### src/hw/rtl/ogpd_pkg.sv
`timescale 1ns / 1ps
// Shared types and constants for the Ogg page demux core.
// Used by ogpd_ctrl, ogpd_dp and the top level; depends on nothing.
package ogpd_pkg;

	localparam logic [7:0] MAGIC_O    = 8'h4F;
	localparam logic [7:0] MAGIC_G    = 8'h67;
	localparam logic [7:0] MAGIC_S    = 8'h53;
	localparam logic [4:0] HDR_FIRST  = 5'd4;
	localparam logic [4:0] HDR_LAST   = 5'd26;
	localparam logic [4:0] GRAN_LO    = 5'd6;
	localparam logic [4:0] GRAN_HI    = 5'd13;
	localparam logic [7:0] SEG_FULL   = 8'd255;
	localparam logic [4:0] ID_MIN_LEN = 5'd30;
	localparam logic [6:0] DIV_STEPS  = 7'd64;

	function automatic logic [7:0] vorbis_char(input logic [2:0] k);
		logic [7:0] c;
		case (k)
			3'd0:    c = 8'h01;
			3'd1:    c = 8'h76;
			3'd2:    c = 8'h6F;
			3'd3:    c = 8'h72;
			3'd4:    c = 8'h62;
			3'd5:    c = 8'h69;
			3'd6:    c = 8'h73;
			default: c = 8'h00;
		endcase
		return c;
	endfunction

	function automatic logic [7:0] magic_char(input logic [1:0] m);
		logic [7:0] c;
		case (m)
			2'd0:    c = MAGIC_O;
			2'd1:    c = MAGIC_G;
			2'd2:    c = MAGIC_G;
			default: c = MAGIC_S;
		endcase
		return c;
	endfunction

	typedef enum logic [8:0] {
		ST_HUNT     = 9'b000000001,
		ST_HDR      = 9'b000000010,
		ST_TBL      = 9'b000000100,
		ST_DIV      = 9'b000001000,
		ST_SCAN_RD  = 9'b000010000,
		ST_SCAN_CHK = 9'b000100000,
		ST_PAY      = 9'b001000000,
		ST_SEGEND   = 9'b010000000,
		ST_EMIT     = 9'b100000000
	} state_t;

	typedef struct packed {
		logic hunt_acc;
		logic hdr_acc;
		logic tbl_acc;
		logic div_start;
		logic div_step;
		logic scan_first;
		logic scan_rd;
		logic scan_close;
		logic scan_found;
		logic scan_stop;
		logic pay_acc;
		logic seg_end;
		logic emit;
	} cmd_t;

	typedef struct packed {
		logic magic_done;
		logic hdr_last;
		logic byte_zero;
		logic tbl_last;
		logic div_done;
		logic scan_end;
		logic scan_nz;
		logic rem_last;
		logic res_need;
		logic out_free;
	} sts_t;

endpackage

### src/hw/rtl/ogpd_ctrl.sv
`timescale 1ns / 1ps
// Controller state machine of the Ogg page demux core.
// Depends on ogpd_pkg; drives commands into ogpd_dp and reads its status.
module ogpd_ctrl (
	input  logic           clk,
	input  logic           arst_n,
	input  logic           in_valid,
	output logic           in_ready,
	input  ogpd_pkg::sts_t sts,
	output ogpd_pkg::cmd_t cmd
);
	import ogpd_pkg::*;

	state_t st_q, st_nxt;
	logic   ret_hunt_q, ret_hunt_nxt;

	always_comb begin
		cmd          = '0;
		st_nxt       = st_q;
		in_ready     = 1'b0;
		ret_hunt_nxt = ret_hunt_q;
		case (st_q)
			ST_HUNT: begin
				in_ready = 1'b1;
				if (in_valid) begin
					cmd.hunt_acc = 1'b1;
					if (sts.magic_done) st_nxt = ST_HDR;
				end
			end
			ST_HDR: begin
				in_ready = 1'b1;
				if (in_valid) begin
					cmd.hdr_acc = 1'b1;
					if (sts.hdr_last) st_nxt = sts.byte_zero ? ST_HUNT : ST_TBL;
				end
			end
			ST_TBL: begin
				in_ready = 1'b1;
				if (in_valid) begin
					cmd.tbl_acc = 1'b1;
					if (sts.tbl_last) begin
						cmd.div_start = 1'b1;
						st_nxt        = ST_DIV;
					end
				end
			end
			ST_DIV: begin
				if (sts.div_done) begin
					cmd.scan_first = 1'b1;
					st_nxt         = ST_SCAN_RD;
				end else begin
					cmd.div_step = 1'b1;
				end
			end
			ST_SCAN_RD: begin
				if (sts.scan_end) begin
					cmd.scan_stop = 1'b1;
					ret_hunt_nxt  = 1'b1;
					st_nxt        = sts.res_need ? ST_EMIT : ST_HUNT;
				end else begin
					cmd.scan_rd = 1'b1;
					st_nxt      = ST_SCAN_CHK;
				end
			end
			ST_SCAN_CHK: begin
				if (sts.scan_nz) begin
					cmd.scan_found = 1'b1;
					ret_hunt_nxt   = 1'b0;
					st_nxt         = sts.res_need ? ST_EMIT : ST_PAY;
				end else begin
					cmd.scan_close = 1'b1;
					st_nxt         = ST_SCAN_RD;
				end
			end
			ST_PAY: begin
				in_ready = 1'b1;
				if (in_valid) begin
					cmd.pay_acc  = 1'b1;
					ret_hunt_nxt = 1'b0;
					st_nxt       = sts.rem_last ? ST_SEGEND : ST_EMIT;
				end
			end
			ST_SEGEND: begin
				cmd.seg_end = 1'b1;
				st_nxt      = ST_SCAN_RD;
			end
			ST_EMIT: begin
				if (sts.out_free) begin
					cmd.emit = 1'b1;
					st_nxt   = ret_hunt_q ? ST_HUNT : ST_PAY;
				end
			end
			default: st_nxt = ST_HUNT;
		endcase
	end

	always_ff @(posedge clk or negedge arst_n) begin
		if (!arst_n) begin
			st_q       <= ST_HUNT;
			ret_hunt_q <= 1'b0;
		end else begin
			st_q       <= st_nxt;
			ret_hunt_q <= ret_hunt_nxt;
		end
	end

endmodule

### src/hw/rtl/ogpd_dp.sv
`timescale 1ns / 1ps
// Datapath of the Ogg page demux core: header fields, lacing table memory,
// timestamp divider, packet bookkeeping and output register. Depends on ogpd_pkg.
module ogpd_dp (
	input  logic           clk,
	input  logic           arst_n,
	input  ogpd_pkg::cmd_t cmd,
	output ogpd_pkg::sts_t sts,
	input  logic [7:0]     in_byte,
	output logic           out_valid,
	input  logic           out_ready,
	output logic [7:0]     out_byte,
	output logic           byte_valid,
	output logic [7:0]     boundary_count,
	output logic           is_header,
	output logic           headers_done,
	output logic           pts_valid,
	output logic [63:0]    pts_ms,
	output logic [31:0]    rate_hz,
	output logic [7:0]     channels,
	output logic [31:0]    bitrate_nom
);
	import ogpd_pkg::*;

	logic [1:0]  magic_q;
	logic [4:0]  hdr_idx_q;
	logic [63:0] granule_q;
	logic [7:0]  seg_cnt_q, seg_idx_q, seg_rem_q, seg_len_q, scan_q;
	logic [63:0] page_pts_q;
	logic [1:0]  hdr_pk_q;
	logic [4:0]  fpi_q;
	logic        sig_ok_q;
	logic [31:0] rate_q, br_q;
	logic [7:0]  ch_q, pend_ch_q;
	logic [63:0] pend_q;

	logic [63:0] div_q;
	logic [31:0] rem_q;
	logic [6:0]  div_cnt_q;

	logic [7:0]  res_byte_q, res_closed_q;
	logic        res_bv_q, res_hdr_q, res_done_q, res_final_q;

	logic [7:0]  mem [0:254];
	logic [7:0]  rd_q;

	logic [63:0] prod;
	logic [32:0] r_sh, r_sub;
	logic        q_bit;
	logic [7:0]  rem_nxt;
	logic        do_close, close_final, cap_ok;
	logic [4:0]  gsel;
	logic [4:0]  csel_lo, csel_hi;
	logic [8:0]  seg_idx_inc, scan_inc;

	assign prod = {granule_q[53:0], 10'b0} - {granule_q[59:0], 4'b0} - {granule_q[60:0], 3'b0};
	assign r_sh  = {rem_q, div_q[63]};
	assign r_sub = r_sh - {1'b0, rate_q};
	assign q_bit = (r_sh >= {1'b0, rate_q});

	assign rem_nxt     = (seg_rem_q != 8'd0) ? seg_rem_q - 8'd1 : 8'd0;
	assign seg_idx_inc = {1'b0, seg_idx_q} + 9'd1;
	assign scan_inc    = {1'b0, scan_q} + 9'd1;
	assign gsel        = hdr_idx_q - GRAN_LO;
	assign csel_lo     = fpi_q - 5'd12;
	assign csel_hi     = fpi_q - 5'd20;

	assign do_close    = cmd.scan_close || (cmd.seg_end && (seg_len_q < SEG_FULL));
	assign close_final = cmd.scan_close ? (scan_inc == {1'b0, seg_cnt_q})
	                                    : (seg_idx_inc == {1'b0, seg_cnt_q});
	assign cap_ok      = (hdr_pk_q == 2'd0) && sig_ok_q && (fpi_q >= ID_MIN_LEN);

	always_comb begin
		sts            = '0;
		sts.magic_done = (in_byte == magic_char(magic_q)) && (magic_q == 2'd3);
		sts.hdr_last   = (hdr_idx_q >= HDR_LAST);
		sts.byte_zero  = (in_byte == 8'd0);
		sts.tbl_last   = (seg_idx_inc == {1'b0, seg_cnt_q});
		sts.div_done   = (div_cnt_q == DIV_STEPS) || (rate_q == 32'd0);
		sts.scan_end   = (scan_q >= seg_cnt_q);
		sts.scan_nz    = (rd_q != 8'd0);
		sts.rem_last   = (rem_nxt == 8'd0);
		sts.res_need   = res_bv_q || (res_closed_q != 8'd0);
		sts.out_free   = !out_valid || out_ready;
	end

	// lacing table: written during the table bytes, scanned for the next segment
	always_ff @(posedge clk) begin
		if (cmd.tbl_acc) mem[seg_idx_q] <= in_byte;
		if (cmd.scan_rd) rd_q <= mem[scan_q];
	end

	always_ff @(posedge clk or negedge arst_n) begin
		if (!arst_n) begin
			magic_q    <= 2'd0;
			hdr_idx_q  <= 5'd0;
			granule_q  <= 64'd0;
			seg_cnt_q  <= 8'd0;
			seg_idx_q  <= 8'd0;
			seg_rem_q  <= 8'd0;
			seg_len_q  <= 8'd0;
			scan_q     <= 8'd0;
			page_pts_q <= 64'd0;
			hdr_pk_q   <= 2'd0;
			fpi_q      <= 5'd0;
			sig_ok_q   <= 1'b0;
			rate_q     <= 32'd0;
			br_q       <= 32'd0;
			ch_q       <= 8'd0;
			pend_ch_q  <= 8'd0;
			pend_q     <= 64'd0;
			div_cnt_q  <= 7'd0;
		end else begin
			if (cmd.hunt_acc) begin
				if (in_byte == magic_char(magic_q)) begin
					magic_q <= magic_q + 2'd1;
					if (magic_q == 2'd3) hdr_idx_q <= HDR_FIRST;
				end else begin
					magic_q <= (in_byte == MAGIC_O) ? 2'd1 : 2'd0;
				end
			end
			if (cmd.hdr_acc) begin
				if (hdr_idx_q >= GRAN_LO && hdr_idx_q <= GRAN_HI)
					granule_q[{gsel[2:0], 3'b000} +: 8] <= in_byte;
				if (hdr_idx_q >= HDR_LAST) begin
					seg_cnt_q <= in_byte;
					seg_idx_q <= 8'd0;
					magic_q   <= 2'd0;
				end else begin
					hdr_idx_q <= hdr_idx_q + 5'd1;
				end
			end
			if (cmd.tbl_acc) seg_idx_q <= seg_idx_inc[7:0];
			if (cmd.div_start) div_cnt_q <= 7'd0;
			if (cmd.div_step) div_cnt_q <= div_cnt_q + 7'd1;
			if (cmd.scan_first) begin
				page_pts_q <= (rate_q != 32'd0) ? div_q : 64'd0;
				scan_q     <= 8'd0;
			end
			if (cmd.scan_close) scan_q <= scan_inc[7:0];
			if (cmd.seg_end) scan_q <= seg_idx_inc[7:0];
			if (cmd.scan_found) begin
				seg_idx_q <= scan_q;
				seg_rem_q <= rd_q;
				seg_len_q <= rd_q;
			end
			if (cmd.scan_stop) magic_q <= 2'd0;
			if (cmd.pay_acc) begin
				seg_rem_q <= rem_nxt;
				if (hdr_pk_q == 2'd0) begin
					if (fpi_q == 5'd0) sig_ok_q <= (in_byte == vorbis_char(3'd0));
					else if (fpi_q < 5'd7 && in_byte != vorbis_char(fpi_q[2:0]))
						sig_ok_q <= 1'b0;
					if (fpi_q == 5'd11) pend_ch_q <= in_byte;
					if (fpi_q >= 5'd12 && fpi_q <= 5'd15)
						pend_q[{1'b0, csel_lo[1:0], 3'b000} +: 8] <= in_byte;
					if (fpi_q >= 5'd20 && fpi_q <= 5'd23)
						pend_q[{1'b1, csel_hi[1:0], 3'b000} +: 8] <= in_byte;
					if (fpi_q < ID_MIN_LEN) fpi_q <= fpi_q + 5'd1;
				end
			end
			if (do_close) begin
				if (hdr_pk_q != 2'd3) begin
					if (cap_ok) begin
						rate_q <= pend_q[31:0];
						br_q   <= pend_q[63:32];
						ch_q   <= pend_ch_q;
					end
					hdr_pk_q <= hdr_pk_q + 2'd1;
				end
				fpi_q    <= 5'd0;
				sig_ok_q <= 1'b0;
			end
		end
	end

	// timestamp divider, one quotient bit per cycle; payload regs need no reset
	always_ff @(posedge clk) begin
		if (cmd.div_start) begin
			div_q <= prod;
			rem_q <= 32'd0;
		end else if (cmd.div_step) begin
			div_q <= {div_q[62:0], q_bit};
			rem_q <= q_bit ? r_sub[31:0] : r_sh[31:0];
		end
	end

	// result being assembled for the current step
	always_ff @(posedge clk) begin
		if (cmd.div_start || cmd.pay_acc) begin
			res_byte_q   <= cmd.pay_acc ? in_byte : 8'd0;
			res_bv_q     <= cmd.pay_acc;
			res_closed_q <= 8'd0;
			res_hdr_q    <= (hdr_pk_q != 2'd3);
			res_done_q   <= 1'b0;
			res_final_q  <= 1'b0;
		end else if (do_close) begin
			res_closed_q <= res_closed_q + 8'd1;
			res_final_q  <= close_final;
			if (hdr_pk_q == 2'd2) res_done_q <= 1'b1;
		end
	end

	always_ff @(posedge clk or negedge arst_n) begin
		if (!arst_n) out_valid <= 1'b0;
		else if (cmd.emit) out_valid <= 1'b1;
		else if (out_ready) out_valid <= 1'b0;
	end

	always_ff @(posedge clk) begin
		if (cmd.emit) begin
			out_byte       <= res_byte_q;
			byte_valid     <= res_bv_q;
			boundary_count <= res_closed_q;
			is_header      <= res_hdr_q;
			headers_done   <= res_done_q;
			pts_valid      <= res_final_q && (res_closed_q != 8'd0);
			pts_ms         <= (res_final_q && (res_closed_q != 8'd0)) ? page_pts_q : 64'd0;
			rate_hz        <= rate_q;
			channels       <= ch_q;
			bitrate_nom    <= br_q;
		end
	end

endmodule

### src/hw/rtl/ogg_page_demux_core.sv
`timescale 1ns / 1ps
// Channel | dir | handshake            | payload
// in      | in  | in_valid / in_ready  | in_byte
// out     | out | out_valid / out_ready| out_byte .. bitrate_nom
//
// Hunt, header and table bytes are taken as offered; a payload byte is accepted and emitted.
// A segment-ending byte passes the segment-end state, a read and a check state per lacing
// entry scanned (registered read) and one more read state when the table runs out.
// The last table byte starts the divider (skipped when the rate is 0), then the scan.
// arst_n clears control and captured stream info; the lacing table is not cleared.
// Output stalls hold the next result in the emit state; input waits meanwhile.
// Top level of the Ogg page demux core; depends on ogpd_pkg, ogpd_ctrl, ogpd_dp.
module ogg_page_demux_core (
	input  logic        clk,
	input  logic        arst_n,
	input  logic        in_valid,
	output logic        in_ready,
	input  logic [7:0]  in_byte,
	output logic        out_valid,
	input  logic        out_ready,
	output logic [7:0]  out_byte,
	output logic        byte_valid,
	output logic [7:0]  boundary_count,
	output logic        is_header,
	output logic        headers_done,
	output logic        pts_valid,
	output logic [63:0] pts_ms,
	output logic [31:0] rate_hz,
	output logic [7:0]  channels,
	output logic [31:0] bitrate_nom
);
	import ogpd_pkg::*;

	cmd_t cmd;
	sts_t sts;

	ogpd_ctrl u_ctrl (
		.clk      (clk),
		.arst_n   (arst_n),
		.in_valid (in_valid),
		.in_ready (in_ready),
		.sts      (sts),
		.cmd      (cmd)
	);

	ogpd_dp u_dp (
		.clk            (clk),
		.arst_n         (arst_n),
		.cmd            (cmd),
		.sts            (sts),
		.in_byte        (in_byte),
		.out_valid      (out_valid),
		.out_ready      (out_ready),
		.out_byte       (out_byte),
		.byte_valid     (byte_valid),
		.boundary_count (boundary_count),
		.is_header      (is_header),
		.headers_done   (headers_done),
		.pts_valid      (pts_valid),
		.pts_ms         (pts_ms),
		.rate_hz        (rate_hz),
		.channels       (channels),
		.bitrate_nom    (bitrate_nom)
	);

endmodule

### config.mk
export PLATFORM = sky130hd
export DESIGN_NAME = ogg_page_demux_core
export DESIGN_NICKNAME = d
export VERILOG_FILES = /design/src/hw/rtl/ogpd_pkg.sv /design/src/hw/rtl/ogpd_ctrl.sv /design/src/hw/rtl/ogpd_dp.sv /design/src/hw/rtl/ogg_page_demux_core.sv
export SDC_FILE = /design/constraint.sdc
export NUM_CORES = 2
export LEC_CHECK = 0
export BUFFER_PORTS_ARGS = -buffer_cell sky130_fd_sc_hd__buf_4
export CORE_ASPECT_RATIO = 1.1
export CORE_MARGIN = 4
export CORE_UTILIZATION = 46
export CTS_CLUSTER_SIZE = 28
export DETAILED_ROUTE_END_ITERATION = 12
export GPL_ROUTABILITY_DRIVEN = 0
export HOLD_SLACK_MARGIN = 0.15
export PLACE_DENSITY = 0.71
export SETUP_SLACK_MARGIN = 0.4
export SLEW_MARGIN = 20
export SYNTH_ARGS = -nofsm -noshare
export SYNTH_HDL_FRONTEND = slang
export SYNTH_SLANG_ARGS = --single-unit
### constraint.sdc
create_clock -name clk -period 13.8 [get_ports clk]
set_input_delay 1.38 -clock clk [delete_from_list [all_inputs] [get_ports clk]]
set_output_delay 1.38 -clock clk [all_outputs]
set_load 0.03 [all_outputs]
# After elaboration in Yosys (flattened, before gate mapping)
# Memories as Yosys holds them, arrays and structs flattened. A register that Yosys moved wholly into a read port is not among the register bits.
# Index checks and enable logic that the tools add are counted.
[word_totals]
register_bits = 617
latch_bits = 0
ramBits = 2040
rom_bits = 0
in_bits = 12
out_inout_bits = 158
wordCells = 264
memories = 1
[classes]
add_sub_neg = 18
n_mul = 0
n_div = 0
magnitude_cmp = 13
eq_ne = 40
shifts = 6
n_mux = 96
bitwise = 0
n_reduce_logical = 51
[memory_table]
columns = ["memory", "depth", "word_bits", "read_ports", "rd_ports_with_merged_regs", "write_ports", "line_no", "text"]
rows = [
  ["u_dp.mem", 255, 8, 1, 1, 1, "ogpd_dp.sv:44", "logic [7:0] mem [0:254];"],
]
[op_table]
columns = ["operator", "n"]
rows = [
  ["$mux W64", 7],
  ["$bwmux W64", 3],
  ["$shift A8 B8 Y64 const A", 3],
  ["$shiftx A8 B8 Y64", 3],
  ["$sub A64 B64 Y64", 2],
  ["$mux W9", 14],
  ["$mux W8", 14],
  ["$pmux W9 S9", 1],
  ["$pmux W7 S7", 1],
  ["$mux W5", 9],
  ["$ge A33 B32 Y1", 1],
  ["$logic_not A32 Y1", 1],
  ["$mux W32", 1],
  ["$reduce_bool A32 Y1", 1],
  ["$sub A32 B32 Y32", 1],
  ["$mux W1", 31],
  ["$ne A2 B2 Y1 const B", 12],
  ["$reduce_bool A8 Y1", 3],
  ["$mux W7", 3],
  ["$add A8 B1 Y9 const B", 2],
  ["$eq A9 B8 Y1", 2],
  ["$mux W2", 9],
  ["$logic_not A8 Y1", 2],
  ["$neg A6 Y8", 2],
  ["other kinds (55)", 96],
]

# Logic depth before layout (Yosys ltp)
[logic_depth]
word_depth = 12
ltp_mapped = 18
mapped_depth_nobuf = 14

# Hierarchy
# Synthesis repeated with hierarchy kept, for this count alone.
[unflattened]
hier_cells = 6970
hier_area_um2 = 112265.2
[modules_own_cells]
columns = ["mod", "n_inst", "cells_per_inst", "area_each_um2", "seq_area_each_um2"]
rows = [
  ["ogpd_dp", 1, 6864, 111391.8, 77554.4],
  ["ogpd_ctrl", 1, 106, 873.3, 251.5],
]

# Least setup slack after synthesis
# OpenSTA, ideal clock, no wires.
[synth_path]
kind = "in2reg"
from = "input port out_ready"
to = "register u_dp.bitrate_nom[0] (enable)"
setup_time_ns = 0.690
t_arrival_ns = 8.376
t_required_ns = 13.110
path_slack_ns = 4.734
path_stages = 2
path_buffers = 0
cell_sequence = "nand2b_1 nor2b_1"
[synth_rtl]
columns = ["element", "line_no", "text"]
rows = [
  ["start, declared", "ogg_page_demux_core.sv:20", "input logic out_ready,"],
  ["end signal, assigned", "ogpd_dp.sv:221", "bitrate_nom <= br_q;"],
  ["end, declared", "ogpd_dp.sv:21", "output logic [31:0] bitrate_nom"],
]

# Final worst setup path
[layout_path]
from = "register u_dp.scan_q[0]"
to = "register u_dp.rd_q[6] (read register of u_dp.mem) (data pin)"
[layout_via]
elab_chain_cells = 3
[layout_rtl]
columns = ["element", "line_no", "text"]
rows = [
  ["start, declared", "ogpd_dp.sv:28", "logic [7:0] seg_cnt_q, seg_idx_q, seg_rem_q, seg_len_q, scan_q;"],
  ["start signal, assigned", "ogpd_dp.sv:140", "if (cmd.scan_close) scan_q <= scan_inc[7:0];"],
  ["start signal, assigned", "ogpd_dp.sv:141", "if (cmd.seg_end) scan_q <= seg_idx_inc[7:0];"],
  ["$ge A8 B8 Y1", "ogpd_dp.sv:80", "sts.scan_end = (scan_q >= seg_cnt_q);"],
  ["$mux W1", "ogpd_ctrl.sv:56", "if (sts.scan_end) begin"],
  ["$mux W1", "ogpd_ctrl.sv:22", "case (st_q)"],
  ["end, declared", "ogpd_dp.sv:45", "logic [7:0] rd_q;"],
]
# Several ways; a longest one is shown, not always the timed one.
# A chain may end at the register's enable or synchronous reset.

==> out/qor.yml <==
sta:
  fin_hold_ws_ns: 0.346
  finalCritPeriodShare: 0.409
  fin_skew_ns: 0.0780
  period_needed_ns: 5.65
  relSlewSlack: 0.187
  max_freq_mhz: 177
  grt_setup_unrepaired: "no"
  setup_viol: 0
  worst_slew_pin_slew_ns: 1.22
  tns_ns: 0
  final_max_slew_viol_count: 0
  hold_violations: 0
clock_tree:
  htree_levels: 5
  cts_buffers: 281
  clk_latency_ns: 0.94
  clk_path_buf_depth: 4
  holdBufCountCts: 0
  cts_tree: "built"
  cts_resized: 0
  postCtsSetupRepairBufs: 0
  root_buffer: "clkbuf_16"
  cts_sinks: 2662
  clkTransAtPathRegs_ns: 0.06
setup_path:
  cp_num_cells: 7
  cp-start-kind: "register"
  setup.worst_path.end_class: "register"
  crit_path_max_fanout: 47
  worstPathCellList: "buf_4, buf_4, buf_4, mux4_2, mux4_2, mux4_2, mux4_2"
  crit_family: "buffers and inverters"
  cp_slowest_cell: "buf_4"
  worstSetupPathType: "reg2reg"
  crit_top_cell: "mux4_2"
  path_buf_inv: 3
  slowest_delay_ns: 0.84
  r2r_cells: 7
  cp.required_ns: 14.45
  crit_arrival_ns: 6.30
route:
  dr.pass1.iters: 6
  wire_per_inst_um: 26.5
  drc: 0
  postRouteAntennaNets: 0
  vias: 61000
  viasPerCell: 6.04
  routed_wl_mm: 267
  dr.first_iter.drc_count: 6987
synth:
  ys_seq_area_frac: 0.700
  syn_area_per_cell_um2: 17.0
  syn_inst: 6557
  ys_types: 89
  synth_flop_cell: "edfxtp_1"
  async_flop_share: 0.128
  ys_warn_count: 0
  mappedNetlistArea_mm2: 0.111
  ys_ff_latch: 2662
  synth_edf_count: 2278
  synth.net_count: 6766
outcome:
  outcome: "complete, no violations"
floorplan:
  fp.dieW_um: 477
  io_pins: 170
  die_area_mm2: 0.250
  rows: 189
  initial_core_util: 0.462
  die_h_um: 524
  coreArea_mm2: 0.241
power:
  powerDensity_mw_per_mm2: 128
  ir_worst_vdd_uv: 106
  leakagePower_nw: 43.1
global_routing:
  track_usage: 0.212
  grt_start_max_net_pins: 200
  grt_pass1_wl_mm: 399
  grt_overflow_total: 0
  grt_pass1_vias: 60800
  antenna_found_initial: 6
finish:
  drive_gt1_frac: 0.199
  final_net_count: 6941
  fill_cells: 19000
  syn2layout_area_growth_pct: 11.7
placed_design:
  port_buffers: 169
  dpl.hpwl_mm: 163
hold_path:
  hold_class: "in2async"
job:
  drv_cap: 0
## cells by family after synthesis
group / count (synthesis) / share of synthesized area
compound gates: 789 / 0.0434
xor+xnor: 128 / 0.0101
fa+ha+maj: 197 / 0.0258
buf+inv: 527 / 0.0200
flops: 2662 / 0.700
mux: 796 / 0.143
simple gates: 1458 / 0.0581
## worst paths after layout
path / startpoint / to / slack (ns)
hold / removal: arst_n / u_dp.page_pts_q[4] / 0.35
setup reg to reg: u_dp.scan_q[0] / u_dp.rd_q[6] / 8.15
setup / recovery: u_dp.scan_q[0] / u_dp.rd_q[6] / 8.15
max in group asynchronous: arst_n / u_dp.scan_q[2] / 12.29
min in group clk: u_dp.res_byte_q[1] / u_dp.out_byte[1] / 0.41
hold reg to reg: u_dp.res_byte_q[1] / u_dp.out_byte[1] / 0.41
## worst reg2reg max path, stage by stage (launching register included)
cell and delay [ns]:
dfrtp_4 0.67, buf_4 0.76, buf_4 0.83, buf_4 0.85, mux4_2 0.67, mux4_2 0.53, mux4_2 0.58, mux4_2 0.47
## where the power goes
part / switching [mW] / internal, mW / leakage (nW) / total [mW]
Combinational: 0.137 / 0.0121 / 13.9 / 0.149
Clock: 3.00 / 4.08 / 4.16 / 7.08
Sequential: 0.0000440 / 8.72 / 25.0 / 8.72
## per-layer routing
metal / routed length, µm / vias up / track usage
met1: 105000 / 31400 / 0.290
met3: 24200 / 565 / 0.0459
li1: - / 25900 / -
met2: 127000 / 3106 / 0.337
met5: 22 / - / 0
met4: 10100 / 4 / 0.0792
## area by class of cell
class / instances / area [µm²] / share of cell area
Antenna cell: 7 / 17.5 / 0.000141
Clock buffer: 348 / 7500 / 0.0604
Clock inverter: 133 / 965 / 0.00777
Inverter: 163 / 612 / 0.00493
Multi-Input combinational cell: 3368 / 31200 / 0.252
Sequential cell: 2662 / 77800 / 0.627
Tap cell: 3151 / 3940 / 0.0317
Timing Repair Buffer: 256 / 2100 / 0.0169
## per-stage QoR
stage / area, µm² / instances / setup WS (ns) / power (mW) / utilization
floorplan: 111000 / 6557 / 4.73 / 8.90 / -
global placement: 116000 / 9598 / 8.13 / 9.03 / 0.480
detailed placement: 116000 / 9598 / 8.04 / 9.04 / 0.480
CTS: 124000 / 10100 / 7.98 / 16.1 / 0.516
global route: 124000 / 10100 / 7.69 / 16.4 / 0.516
finish: 124000 / 10100 / 8.15 / 16.0 / 0.516
## registers in the layout, indices dropped and copies added, names as in the netlist, 9 cells and up
register and cells:
u_dp.rate_q 32, u_dp.granule_q 61, u_dp.pend_q 64, u_dp.br_q 32, u_dp.rate_hz 32, u_dp.pts_ms 64
u_dp.mem 2040, u_dp.div_q 64, u_dp.page_pts_q 64, u_dp.rem_q 32, u_ctrl.st_q 9, u_dp.bitrate_nom 32
## cell usage in the layout (no fill, tap or decap), drive strengths merged, types with 58 or more instances in the layout
| master | n |
|---|---|
| a21o | 58 |
| a21oi | 155 |
| and3 | 84 |
| buf | 256 |
| clkbuf | 348 |
| clkinv | 109 |
| dfrtp | 341 |
| edfxtp | 2278 |
| ha | 143 |
| inv | 169 |
| mux2 | 79 |
| mux2i | 92 |
| mux4 | 625 |
| nand2 | 623 |
| nand3 | 140 |
| nor2 | 393 |
| o21ai | 335 |
| xnor2 | 80 |
## Yosys cell counts (47+ instances only)
cell | count | share of area
clkbuf_1 | 223 | 0.0075
a21oi_1 | 155 | 0.0070
mux2i_1 | 92 | 0.0083
buf_2 | 83 | 0.0037
mux2_2 | 79 | 0.0080
nor2_1 | 392 | 0.013
nand4_1 | 47 | 0.0026
mux4_2 | 625 | 0.13
xor2_1 | 48 | 0.0038
nand3_1 | 140 | 0.0063
dfrtp_1 | 341 | 0.077
nand2_1 | 623 | 0.021
ha_1 | 143 | 0.016
o21ai_0 | 324 | 0.015
edfxtp_1 | 2278 | 0.62
and3_1 | 84 | 0.0047
xnor2_1 | 80 | 0.0063
a21o_1 | 58 | 0.0039
fa_1 | 54 | 0.0097
inv_1 | 159 | 0.0054
No activity file was read; power rests on OpenSTA's default activity.
